$ cat config.mk
export PLATFORM = sky130hd
export DESIGN_NAME = fat_chain_allocator_top
export DESIGN_NICKNAME = d
export VERILOG_FILES = /design/src/rtl/fca_pkg.sv /design/src/rtl/fat_chain_allocator_top.sv
export SDC_FILE = /design/constraint.sdc
export NUM_CORES = 2
export LEC_CHECK = 0
export BUFFER_PORTS_ARGS = -buffer_cell sky130_fd_sc_hd__buf_2
export CAP_MARGIN = 20
export CELL_PAD_IN_SITES_DETAIL_PLACEMENT = 0
export CELL_PAD_IN_SITES_GLOBAL_PLACEMENT = 2
export CORE_ASPECT_RATIO = 0.8
export CORE_MARGIN = 10
export CORE_UTILIZATION = 46
export DETAILED_ROUTE_END_ITERATION = 8
export PLACE_DENSITY = 0.82
export SETUP_SLACK_MARGIN = 0.15
export SYNTH_ARGS = -nofsm -noshare
export SYNTH_HDL_FRONTEND = slang
export SYNTH_SLANG_ARGS = --single-unit
$ cat constraint.sdc
create_clock -name clk -period 14.6 [get_ports clk]
set_input_delay 2.92 -clock clk [delete_from_list [all_inputs] [get_ports clk]]
set_output_delay 2.92 -clock clk [all_outputs]
set_load 0.01 [all_outputs]
$ cat src/rtl/fca_pkg.sv
`default_nettype none
// -----------------------------------------------------------------------------
// fca_pkg - shared types and codes for the allocation table block
// Item structs, operation / status / tag codes and the sequencer states.
// -----------------------------------------------------------------------------
package fca_pkg;

	localparam int BYTE_W     = 17;  // byte_size field
	localparam int NEED_W     = 18;  // block count, up to 2^17
	localparam int KIND_W     = 2;
	localparam int STAT_W     = 2;
	localparam int BLK_OUT_W  = 8;
	localparam int FREE_OUT_W = 9;
	localparam int TAG_W      = 2;

	// operation codes
	localparam logic [KIND_W-1:0] KIND_ALLOC  = 2'd0;
	localparam logic [KIND_W-1:0] KIND_FREE   = 2'd1;
	localparam logic [KIND_W-1:0] KIND_LOOKUP = 2'd2;
	localparam logic [KIND_W-1:0] KIND_NONE   = 2'd3;

	// result status codes
	localparam logic [STAT_W-1:0] STAT_OK       = 2'd0;
	localparam logic [STAT_W-1:0] STAT_NO_SPACE = 2'd1;
	localparam logic [STAT_W-1:0] STAT_NOT_USED = 2'd2;

	// table entry tags
	localparam logic [TAG_W-1:0] TAG_FREE = 2'd0;
	localparam logic [TAG_W-1:0] TAG_LINK = 2'd1;
	localparam logic [TAG_W-1:0] TAG_LAST = 2'd2;

	typedef enum logic [3:0] {
		ST_CLEAR,
		ST_IDLE,
		ST_DIV_MUL,
		ST_DIV_FIX,
		ST_DISPATCH,
		ST_ALLOC,
		ST_ALLOC_END,
		ST_FREE_RD,
		ST_FREE_CHK,
		ST_LOOK_RD,
		ST_LOOK_CHK,
		ST_DONE
	} state_t;

	typedef struct packed {
		logic [KIND_W-1:0]    kind;
		logic [BYTE_W-1:0]    byte_size;
		logic [BLK_OUT_W-1:0] head_block;
	} in_item_t;

	typedef struct packed {
		logic [STAT_W-1:0]     status;
		logic [BLK_OUT_W-1:0]  first_block;
		logic [BLK_OUT_W-1:0]  next_block;
		logic                  at_end;
		logic [FREE_OUT_W-1:0] free_blocks;
	} out_item_t;

endpackage
`default_nettype wire

$ cat src/rtl/fat_chain_allocator_top.sv
`default_nettype none
// -----------------------------------------------------------------------------
// fat_chain_allocator_top - block allocation table with first-fit chains
// Link table in one synchronous RAM plus a free-block counter.
//
// Usage:
//   in channel (in_valid/in_ready/in_item) carries one request item:
//   allocate a chain, free a chain, or look up one entry. out channel
//   (out_valid/out_ready/out_item) returns exactly one result item each.
//   Items are processed one at a time; in_ready is high only when idle.
//   Steps per item (from accept to out_valid):
//     unknown kind        : straight to the done state
//     lookup              : divide, dispatch, one RAM read, check, done
//     allocate, no space  : divide, dispatch, done
//     allocate            : divide, dispatch, first-fit scan to the last block
//                           taken (one entry read per cycle), end mark, done
//     free                : divide, dispatch, then for each block visited
//                           a RAM read then a write-back, then done
//   The size-to-block-count divide by BLOCK_BYTES is a reciprocal multiply
//   plus one correction step.
//   Reset: a clearing pass writes every table entry free, during which
//   in_ready stays low.
//   Stall: the result sits in an output register while the next item is
//   worked; a finished item holds in the done state until out_ready takes
//   the previous result, then returns to idle.
// -----------------------------------------------------------------------------
module fat_chain_allocator_top #(
	parameter int BLOCKS      = 256,
	parameter int BLOCK_BYTES = 512
) (
	input  logic                clk,
	input  logic                arst_n,
	input  logic                in_valid,
	output logic                in_ready,
	input  fca_pkg::in_item_t   in_item,
	output logic                out_valid,
	input  logic                out_ready,
	output fca_pkg::out_item_t  out_item
);
	import fca_pkg::*;

	localparam int AW     = $clog2(BLOCKS);
	localparam int CNT_W  = $clog2(BLOCKS + 1);
	localparam int MW     = TAG_W + AW;
	localparam int BB_W   = BYTE_W;
	// floor(x / BLOCK_BYTES) = (x * DIV_M) >> DIV_SH for all 17-bit x
	localparam int DIV_SH = BYTE_W + $clog2(BLOCK_BYTES);
	localparam int M_W    = BYTE_W + 2;
	localparam longint DIV_M =
		((longint'(1) << DIV_SH) + longint'(BLOCK_BYTES) - 1) / longint'(BLOCK_BYTES);

	state_t state_q, state_d;

	// link table: {tag, successor}
	logic [MW-1:0] link_mem [BLOCKS];
	logic [MW-1:0] rd_data_q;
	logic          rd_en, wr_en;
	logic [AW-1:0] rd_addr, wr_addr;
	logic [MW-1:0] wr_data;
	logic [TAG_W-1:0] rd_tag;
	logic [AW-1:0]    rd_next;

	// captured request
	logic [KIND_W-1:0]    kind_q;
	logic [BYTE_W-1:0]    byte_q;
	logic [BLK_OUT_W-1:0] head_q;

	// size divide
	logic [M_W-1:0]         div_m;
	logic [BB_W-1:0]        div_d;
	logic [BYTE_W+M_W-1:0]  prod_div;
	logic [BYTE_W+BB_W-1:0] chk;
	logic [BYTE_W-1:0]      q_est_q, q_fix;
	logic [NEED_W-1:0]      need_q;
	logic [CNT_W-1:0]       need_cnt_q;

	// counters and walk state
	logic [CNT_W-1:0]  free_cnt_q;
	logic [AW-1:0]     clr_q;
	logic [AW:0]       scan_q;
	logic              pend_s1;
	logic [AW-1:0]     addr_s1;
	logic [CNT_W-1:0]  got_q;
	logic [AW-1:0]     prev_q, first_q, cur_q;
	logic [NEED_W-1:0] step_q;

	// result
	logic [STAT_W-1:0]    res_status_q;
	logic [BLK_OUT_W-1:0] res_first_q, res_next_q;
	logic                 res_end_q;
	logic                 out_valid_q;
	out_item_t            out_q;

	logic accept, out_load, head_ok, need_over;
	logic alloc_hit, alloc_last, scan_end, free_stop;

	assign in_ready  = (state_q == ST_IDLE);
	assign accept    = in_valid && in_ready;
	assign out_valid = out_valid_q;
	assign out_item  = out_q;

	assign rd_tag  = rd_data_q[MW-1 -: TAG_W];
	assign rd_next = rd_data_q[AW-1:0];

	assign div_m    = M_W'(DIV_M);
	assign div_d    = BB_W'(BLOCK_BYTES);
	assign prod_div = (BYTE_W+M_W)'(byte_q) * (BYTE_W+M_W)'(div_m);
	assign chk      = (BYTE_W+BB_W)'(q_est_q) * (BYTE_W+BB_W)'(div_d);
	// estimate may overshoot by one; trim it back
	assign q_fix    = (chk > (BYTE_W+BB_W)'(byte_q)) ? q_est_q - BYTE_W'(1) : q_est_q;

	assign head_ok    = 32'(head_q) < 32'(BLOCKS);
	assign need_over  = need_q > NEED_W'(free_cnt_q);
	assign scan_end   = (scan_q == (AW+1)'(BLOCKS));
	assign alloc_hit  = pend_s1 && (rd_tag == TAG_FREE) && (got_q != need_cnt_q);
	assign alloc_last = (got_q + CNT_W'(1)) == need_cnt_q;
	assign free_stop  = (rd_tag == TAG_LAST) || ((step_q + NEED_W'(1)) == need_q);
	assign out_load   = (state_q == ST_DONE) && (!out_valid_q || out_ready);

	// ---------------------------------------------------------------------
	// sequencer
	// ---------------------------------------------------------------------
	always_ff @(posedge clk or negedge arst_n) begin
		if (!arst_n) begin
			state_q <= ST_CLEAR;
		end else begin
			state_q <= state_d;
		end
	end

	always_comb begin
		state_d = state_q;
		rd_en   = 1'b0;
		rd_addr = scan_q[AW-1:0];
		wr_en   = 1'b0;
		wr_addr = prev_q;
		wr_data = '0;
		case (state_q)
			ST_CLEAR: begin
				wr_en   = 1'b1;
				wr_addr = clr_q;
				wr_data = {TAG_FREE, AW'(0)};
				if (clr_q == AW'(BLOCKS - 1)) state_d = ST_IDLE;
			end
			ST_IDLE: begin
				if (in_valid) begin
					state_d = (in_item.kind == KIND_NONE) ? ST_DONE : ST_DIV_MUL;
				end
			end
			ST_DIV_MUL: state_d = ST_DIV_FIX;
			ST_DIV_FIX: state_d = ST_DISPATCH;
			ST_DISPATCH: begin
				case (kind_q)
					KIND_ALLOC:  state_d = need_over ? ST_DONE : ST_ALLOC;
					KIND_FREE:   state_d = head_ok ? ST_FREE_RD : ST_DONE;
					KIND_LOOKUP: state_d = head_ok ? ST_LOOK_RD : ST_DONE;
					default:     state_d = ST_DONE;
				endcase
			end
			ST_ALLOC: begin
				// read one entry per cycle; link the previous hit to this one
				rd_en   = !scan_end;
				rd_addr = scan_q[AW-1:0];
				if (alloc_hit && (got_q != '0)) begin
					wr_en   = 1'b1;
					wr_addr = prev_q;
					wr_data = {TAG_LINK, addr_s1};
				end
				if (alloc_hit && alloc_last) state_d = ST_ALLOC_END;
			end
			ST_ALLOC_END: begin
				wr_en   = 1'b1;
				wr_addr = prev_q;
				wr_data = {TAG_LAST, AW'(0)};
				state_d = ST_DONE;
			end
			ST_FREE_RD: begin
				rd_en   = 1'b1;
				rd_addr = cur_q;
				state_d = ST_FREE_CHK;
			end
			ST_FREE_CHK: begin
				if (rd_tag != TAG_FREE) begin
					wr_en   = 1'b1;
					wr_addr = cur_q;
					wr_data = {TAG_FREE, AW'(0)};
					state_d = free_stop ? ST_DONE : ST_FREE_RD;
				end else begin
					state_d = ST_DONE;
				end
			end
			ST_LOOK_RD: begin
				rd_en   = 1'b1;
				rd_addr = cur_q;
				state_d = ST_LOOK_CHK;
			end
			ST_LOOK_CHK: state_d = ST_DONE;
			ST_DONE: begin
				if (out_load) state_d = ST_IDLE;
			end
			default: state_d = ST_IDLE;
		endcase
	end

	// ---------------------------------------------------------------------
	// link table RAM, one write and one registered read port
	// ---------------------------------------------------------------------
	always_ff @(posedge clk) begin
		if (wr_en) link_mem[wr_addr] <= wr_data;
		if (rd_en) rd_data_q <= link_mem[rd_addr];
	end

	// ---------------------------------------------------------------------
	// control registers
	// ---------------------------------------------------------------------
	always_ff @(posedge clk or negedge arst_n) begin
		if (!arst_n) begin
			free_cnt_q  <= CNT_W'(BLOCKS);
			clr_q       <= '0;
			scan_q      <= '0;
			pend_s1     <= 1'b0;
			got_q       <= '0;
			step_q      <= '0;
			out_valid_q <= 1'b0;
		end else begin
			case (state_q)
				ST_CLEAR: clr_q <= clr_q + AW'(1);
				ST_DISPATCH: begin
					scan_q  <= '0;
					pend_s1 <= 1'b0;
					got_q   <= '0;
					step_q  <= '0;
				end
				ST_ALLOC: begin
					pend_s1 <= rd_en;
					if (rd_en) scan_q <= scan_q + (AW+1)'(1);
					if (alloc_hit) got_q <= got_q + CNT_W'(1);
				end
				ST_ALLOC_END: free_cnt_q <= free_cnt_q - need_cnt_q;
				ST_FREE_CHK: begin
					if (rd_tag != TAG_FREE) begin
						free_cnt_q <= free_cnt_q + CNT_W'(1);
						step_q     <= step_q + NEED_W'(1);
					end
				end
				default: ;
			endcase
			if (out_load) begin
				out_valid_q <= 1'b1;
			end else if (out_ready) begin
				out_valid_q <= 1'b0;
			end
		end
	end

	// ---------------------------------------------------------------------
	// datapath registers
	// ---------------------------------------------------------------------
	always_ff @(posedge clk) begin
		if (accept) begin
			kind_q       <= in_item.kind;
			byte_q       <= in_item.byte_size;
			head_q       <= in_item.head_block;
			res_status_q <= STAT_OK;
			res_first_q  <= '0;
			res_next_q   <= '0;
			res_end_q    <= 1'b0;
		end
		case (state_q)
			ST_DIV_MUL: q_est_q <= BYTE_W'(prod_div >> DIV_SH);
			ST_DIV_FIX: need_q  <= NEED_W'(q_fix) + NEED_W'(1);
			ST_DISPATCH: begin
				need_cnt_q <= CNT_W'(need_q);
				cur_q      <= AW'(head_q);
				if ((kind_q == KIND_ALLOC) && need_over) res_status_q <= STAT_NO_SPACE;
				if (((kind_q == KIND_FREE) || (kind_q == KIND_LOOKUP)) && !head_ok) begin
					res_status_q <= STAT_NOT_USED;
				end
			end
			ST_ALLOC: begin
				addr_s1 <= scan_q[AW-1:0];
				if (alloc_hit) begin
					prev_q <= addr_s1;
					if (got_q == '0) first_q <= addr_s1;
				end
			end
			ST_ALLOC_END: res_first_q <= BLK_OUT_W'(first_q);
			ST_FREE_CHK: begin
				// a free head is an error; a free block mid-walk just ends it
				if ((rd_tag == TAG_FREE) && (step_q == '0)) begin
					res_status_q <= STAT_NOT_USED;
				end
				cur_q <= rd_next;
			end
			ST_LOOK_CHK: begin
				if (rd_tag == TAG_FREE) begin
					res_status_q <= STAT_NOT_USED;
				end else if (rd_tag == TAG_LAST) begin
					res_end_q <= 1'b1;
				end else begin
					res_next_q <= BLK_OUT_W'(rd_next);
				end
			end
			default: ;
		endcase
		if (out_load) begin
			out_q.status      <= res_status_q;
			out_q.first_block <= res_first_q;
			out_q.next_block  <= res_next_q;
			out_q.at_end      <= res_end_q;
			out_q.free_blocks <= FREE_OUT_W'(free_cnt_q);
		end
	end

	// ---------------------------------------------------------------------
	// assertions
	// ---------------------------------------------------------------------
	a_free_cnt_bound: assert property (@(posedge clk) disable iff (!arst_n)
		free_cnt_q <= CNT_W'(BLOCKS))
		else $error("free block count above table size");

	a_scan_no_overrun: assert property (@(posedge clk) disable iff (!arst_n)
		(state_q == ST_ALLOC) |-> !(scan_end && !pend_s1))
		else $error("first-fit scan ran off the table before filling the request");

	a_alloc_got_bound: assert property (@(posedge clk) disable iff (!arst_n)
		(state_q == ST_ALLOC) |-> (got_q < need_cnt_q))
		else $error("allocation claimed more blocks than requested");

	a_walk_ascends: assert property (@(posedge clk) disable iff (!arst_n)
		((state_q == ST_FREE_CHK) && (rd_tag == TAG_LINK)) |-> (rd_next > cur_q))
		else $error("chain link does not point to a higher block");

	a_result_posted: assert property (@(posedge clk) disable iff (!arst_n)
		out_load |=> (out_valid_q && (state_q == ST_IDLE)))
		else $error("result not posted after done");

endmodule
`default_nettype wire
After elaboration in Yosys (flattened, before gate mapping)
Memory sizes are Yosys's and may differ from the RTL's. A register that Yosys moved wholly into a read port is not among the register bits.
Index checks and enable logic that the tools add are counted.
{ "totals": {"input_bits": 31, "word_cells": 148, "mem_bits_rw": 2560, "memories": 1, "reg_bits": 200} }
{ "classes": {"n_addsub": 8, "reduce_logical": 34, "muxes": 49, "order_cmp": 2, "eq_ne": 27} }
{ "mem_list": {"columns": ["memory", "depth", "width", "rd", "rd_clocked_by_memory_dff", "wr", "line_no", "source"], "rows": [
  ["link_mem", 256, 10, 1, 1, 1, "fat_chain_allocator_top.sv:55", "logic [MW-1:0] link_mem [BLOCKS];"]
]} }
{ "ops": {"columns": ["cell", "count"], "rows": [
  ["8-bit 2-to-1 mux", 8],
  ["9-bit one-hot mux with 2 select lines", 3],
  ["4-bit one-hot mux with 11 select lines", 1],
  ["9-bit 2-to-1 mux", 4],
  ["18-bit one-hot mux with 2 select lines", 1],
  ["4-bit 2-to-1 mux", 8],
  ["8-bit one-hot mux with 2 select lines", 2],
  ["9-bit by 1-bit adder with 9-bit output (second input constant)", 3],
  ["10-bit one-hot mux with 2 select lines", 1],
  ["17-bit by 1-bit adder with 18-bit output (second input constant)", 1],
  ["18-bit by 1-bit adder with 18-bit output (second input constant)", 1],
  ["18-bit equality test", 1],
  ["18-bit by 9-bit greater-than comparator with 1-bit output", 1],
  ["18-bit logical NOT", 1],
  ["18-bit 2-to-1 mux", 1],
  ["17-bit greater-than comparator", 1],
  ["17-bit 2-to-1 mux", 1],
  ["4-bit by 3-bit equality test with 1-bit output (second input constant)", 4],
  ["4-bit equality test (second input constant)", 4],
  ["2-bit != test (second input constant)", 7],
  ["4-bit one-hot mux with 3 select lines", 1],
  ["2-bit nonzero test", 6],
  ["1-bit 2-to-1 mux", 10],
  ["2-bit AND reduction", 5],
  ["25 further kinds", 44]
]} }

Logic depth before layout (Yosys ltp)
{ "depth": {"ltp_word": 8, "depth_mapped": 18, "ltp_nobuf": 16} }

Worst setup path after synthesis
OpenSTA, ideal clock, no wires.
{ "synth_path": {"kind": "register -> register", "start": "register got_q[6]", "end": "memory link_mem[0][0] (netlist name) (data pin)", "path_buffers": 2, "synth_period_minus_slack_ns": 13.121, "setup_ns": 0.868, "path_slack_ns": 1.479, "t_arrival_ns": 12.254, "stages_incl_launch_ff": 9, "cell_sequence": "dfrtp_1 -> clkbuf_1 -> xnor2_1 -> nand3_1 -> o311ai_0 -> or3_1 -> buf_2 -> a21oi_1 -> and2_1"} }
{ "synth_via": {"elab_chain_cells": 5, "word_cells_on_any_way": 6} }
{ "synth_rtl": {"columns": ["element", "line_no", "source"], "rows": [
  ["start, declared", "fat_chain_allocator_top.sv:83", "logic [CNT_W-1:0] got_q;"],
  ["start signal, assigned", "fat_chain_allocator_top.sv:237", "if (alloc_hit) got_q <= got_q + CNT_W'(1);"],
  ["9-bit != test", "fat_chain_allocator_top.sv:115", "assign alloc_hit = pend_s1 && (rd_tag == TAG_FREE) && (got_q != need_cnt_q);"],
  ["1-bit logical AND", "fat_chain_allocator_top.sv:115", null],
  ["1-bit logical AND (*)", "fat_chain_allocator_top.sv:164", "if (alloc_hit && (got_q != '0)) begin"],
  ["9-bit 2-to-1 mux (*)", "fat_chain_allocator_top.sv:164", null],
  ["10-bit one-hot mux with 2 select lines (*)", "fat_chain_allocator_top.sv:138", "case (state_q)"],
  ["via wr_data[0]", "fat_chain_allocator_top.sv:59", "logic [MW-1:0] wr_data;"],
  ["end, declared", "fat_chain_allocator_top.sv:55", null]
]} }
The timed path passes the listed nets; every way through them passes the cells marked *.

Worst setup path after layout
{ "layout_path": {"start": "register state_q[2]", "end": "register rd_data_q[2], read port of link_mem (data pin)"} }
{ "layout_via": {"elab_chain_cells": 3, "word_cells_on_any_way": 6} }
{ "layout_rtl": {"columns": ["element", "line_no", "source"], "rows": [
  ["start, declared", "fat_chain_allocator_top.sv:52", "state_t state_q, state_d;"],
  ["start signal, assigned", "fat_chain_allocator_top.sv:127", "state_q <= state_d;"],
  ["4-bit equality test / 4-bit by 3-bit equality test with 1-bit output (equally long branches)", "fat_chain_allocator_top.sv:138", null],
  ["2-bit OR reduction (no line)", null, null],
  ["1-bit one-hot mux with 2 select lines / 8-bit 2-to-1 mux (equally long branches)", "fat_chain_allocator_top.sv:138", null],
  ["end, declared", "fat_chain_allocator_top.sv:56", "logic [MW-1:0] rd_data_q;"]
]} }
Several ways; a longest one is shown, not always the timed one.
A chain may end at the register's enable or synchronous reset.

==> impl_metrics.toml <==
[die]
placementRows = 161
die_w_um = 571
io_pins = 61
die-area_sq_mm = 0.263
die_height_um = 461
start_util = 0.463
core_sq_mm = 0.241

[sta]
fmax_mhz = 134
fin_skew_ns = 0.0389
drv_slew = 0
hold_violations = 0
finalSetupViolCount = 0
worstMarginPinSlew_ns = 1.32
min_period_ns = 7.48
final.setup.tns_ns = 0
period_share = 0.513
relSlewSlack = 0.122
rsz0062_at_grt = "false"

[global_route]
grt_pass1_vias = 69800
grt_pass1_wl_um = 549000
grt_use_total = 0.290
grt-ovfl-total = 0
grt_max_degree = 191
antenna_found_initial = 24

[pwr]
peakVddDrop_v = 0.000178
leakage_nw = 39.9
total_power_mw = 23.8
p_per_area_mw_per_mm2 = 189

[critical_path]
start_kind = "flip-flop"
arrival_ns = 8.18
critPathKind = "reg -> reg"
crit_fanout = 55
crit_path_end_kind = "flip-flop"
required_ns = 15.30

[clocking]
cts_max_path_buffers = 4
postCtsSetupBuffers = 0
path_clk_slew_ns = 0.06
cts_root_buf = "clkbuf_16"
insertion_delay_ns = 0.89
cts_resized = 0
cts_hold_buf = 0
numCtsBuffers = 276
htreeDepth = 5
cts_tree = "built"
clock_sink_count = 2770

[routing]
initialDrtViolationCount = 12300
post_drt_wl_per_cell_um = 33.3
dr.pass1.iters = 8
vias = 75300
avgViaCountPerCell = 6.36
finalWirelength_um = 394000
ant_nets = 0
drc = 0

[placement]
dp_hpwl_um = 243000
dp_cells = 11300
place.gp.congestion = 0.921
io_buffers = 60

[logic_synthesis]
synth_edf_count = 2700
ys_dominant_reg_cell = "edfxtp_1"
netlist_area_sq_mm = 0.112
seq_area_frac_synth = 0.740
async_reset_ff_frac = 0.0213
ys_ff_latch = 2770
synth_warnings = 0
synthCells = 8187
syn_area_per_cell_sq_um = 13.7
synth_nets = 8255
ys_types = 101

[final_layout]
stdcell_count = 11800
area_growth_syn_to_layout_pct = 12.6
drive_gt1_frac = 0.112
nNetsFinal = 8507

[run]
cap_violations = 0

[worst_hold_path]
min_path_type = "reg -> reg"

[status]
status = "finished clean"
-- worst max-delay path: stages, from the launching register on --
cell and delay, ns:
dfrtp_1 0.84, nand4bb_1 0.71, a21oi_2 0.13, buf_4 0.24, nor2_4 0.49, buf_4 0.80, buf_4 0.70, buf_4 0.64
nor2_4 0.09, buf_4 0.35, a22oi_1 0.29, a31oi_1 0.12, a211oi_1 0.50, nand3_1 0.45, or3_1 0.57, a221oi_1 0.23
-- sequential cells by signal (all words and copies together) (netlist names), 4 cells and up --
signal	count
addr_s1	8
byte_q	17
clr_q	8
cur_q	8
first_q	8
free_cnt_q	9
got_q	9
head_q	8
link_mem	2560
need_cnt_q	9
need_q	18
out_item	28
prev_q	8
q_est_q	8
rd_data_q	10
res_first_q	8
res_next_q	8
scan_q	9
state_q	4
step_q	18
-- worst paths after layout --
check | from | end | slack, ns | depth (start not counted)
setup / recovery | state_q[2]$_DFFE_PN0P_ | rd_data_q[2]$_DFFE_PP_ | 7.12 | 15
max in group asynchronous | arst_n | got_q[1]$_DFFE_PN0P_ | 11.70 | 2
setup reg to reg | state_q[2]$_DFFE_PN0P_ | rd_data_q[2]$_DFFE_PP_ | 7.12 | 15
min in group asynchronous | arst_n | step_q[11]$_DFFE_PN0P_ | 2.21 | 2
hold / removal | res_first_q[4]$_SDFFCE_PN0P_ | out_item[22]$_DFFE_PP_ | 0.43 | 0
hold reg to reg | res_first_q[4]$_SDFFCE_PN0P_ | out_item[22]$_DFFE_PP_ | 0.43 | 0
-- cells in the mapped netlist, types with 16 or more instances --
cell type	n	area (sq um)
a2111oi_0	29	254
a211oi_1	109	818
a21oi_1	406	2030
a221oi_1	35	307
a22o_1	17	149
a22oi_1	63	473
a311oi_1	23	201
a31oi_1	135	845
a32oi_1	63	552
and2_1	17	106
and3_1	140	876
buf_1	63	236
buf_2	270	1350
buf_4	25	188
clkbuf_1	148	556
dfrtp_1	58	1450
edfxtp_1	2700	81100
ha_1	36	450
inv_1	48	180
mux2_2	24	270
mux2i_1	230	2300
mux4_2	16	360
nand2_1	1761	6610
nand3_1	535	2680
nand4_1	101	632
nor2_1	422	1580
nor2b_1	16	100
nor3_1	63	315
nor4_1	45	282
o2111ai_1	19	166
o211ai_1	27	203
o21ai_0	156	781
o22ai_1	43	269
or3_1	16	100
xnor2_1	57	499
xor2_1	34	298
-- through the flow --
| stage | instance area [sq um] | setup slack (ns) | utilization | hold WS (ns) |
|---|---|---|---|---|
| 4_1_cts | 126000 | 7.37 | 0.520 | 0.435 |
| 6_report | 126000 | 7.12 | 0.522 | 0.432 |
| 3_3_place_gp | 117000 | 7.07 | 0.483 | 0.422 |
| 3_5_place_dp | 117000 | 7.40 | 0.486 | 0.422 |
| 2_1_floorplan | 112000 | 1.48 | - | 0.400 |
| 5_1_grt | 126000 | 6.94 | 0.522 | 0.449 |
-- report_power, final --
part	total [mW]	internal (mW)	switching (mW)	leakage, nW
Sequential	9.11	8.89	0.222	20.6
Combinational	7.93	2.06	5.88	15.2
Clock	6.78	3.73	3.05	4.06
Total	23.8	14.7	9.15	39.9
-- placed cells by master, fill, tap and decap left out, types with 17 or more instances in the layout --
| master | n |
|---|---|
| ha_1 | 36 |
| inv_1 | 47 |
| mux2i_1 | 229 |
| o2111ai_1 | 19 |
| edfxtp_1 | 2700 |
| nand4_1 | 101 |
| xor2_1 | 34 |
| nand3_1 | 535 |
| diode_2 | 22 |
| nor4_1 | 41 |
| a22o_1 | 17 |
| a31oi_1 | 135 |
| o21ai_0 | 154 |
| nand2_1 | 1760 |
| a21oi_1 | 405 |
| nor2_1 | 402 |
| o211ai_1 | 27 |
| nor3_1 | 56 |
| o22ai_1 | 42 |
| buf_4 | 347 |
| and3_1 | 140 |
| mux2_2 | 24 |
| clkinv_1 | 57 |
| a22oi_1 | 63 |
| clkinv_2 | 43 |
| a311oi_1 | 21 |
| a2111oi_0 | 25 |
| xnor2_1 | 57 |
| clkbuf_16 | 281 |
| dfrtp_1 | 58 |
| buf_6 | 56 |
| buf_2 | 64 |
| a32oi_1 | 63 |
| clkbuf_1 | 71 |
| a211oi_1 | 108 |
| a221oi_1 | 35 |
-- layout make-up --
type                    count  area (sq um)
clock inverters           131           980
fillers                 20100        115000
well taps                3178          3980
diodes                     22          55.1
flip-flops and latches   2770         82800
clock buffers             353          7310
inverters                  48           188
multi-input cells        4857         26800
repair buffers            486          3870
-- per-layer routing --
layer  track usage  vias to the layer above  share of wire
met2         0.414                     4952           0.42
li1              -                    31400              -
met5             0                        -        0.00042
met4         0.112                       24          0.046
met3        0.0885                      855           0.13
met1         0.416                    38100           0.40
-- kinds of logic after synthesis --
group / after synthesis / share of synthesized area
flip-flops: 2770 / 0.740
multiplexers: 270 / 0.0262
AO/OA/AOI/OAI: 1270 / 0.0746
AND/OR/NAND/NOR: 3189 / 0.125
XOR/XNOR: 91 / 0.00713
buffers and inverters: 560 / 0.0231
adder cells (fa/ha/maj): 37 / 0.00421
No activity file was read; power rests on OpenSTA's default activity.
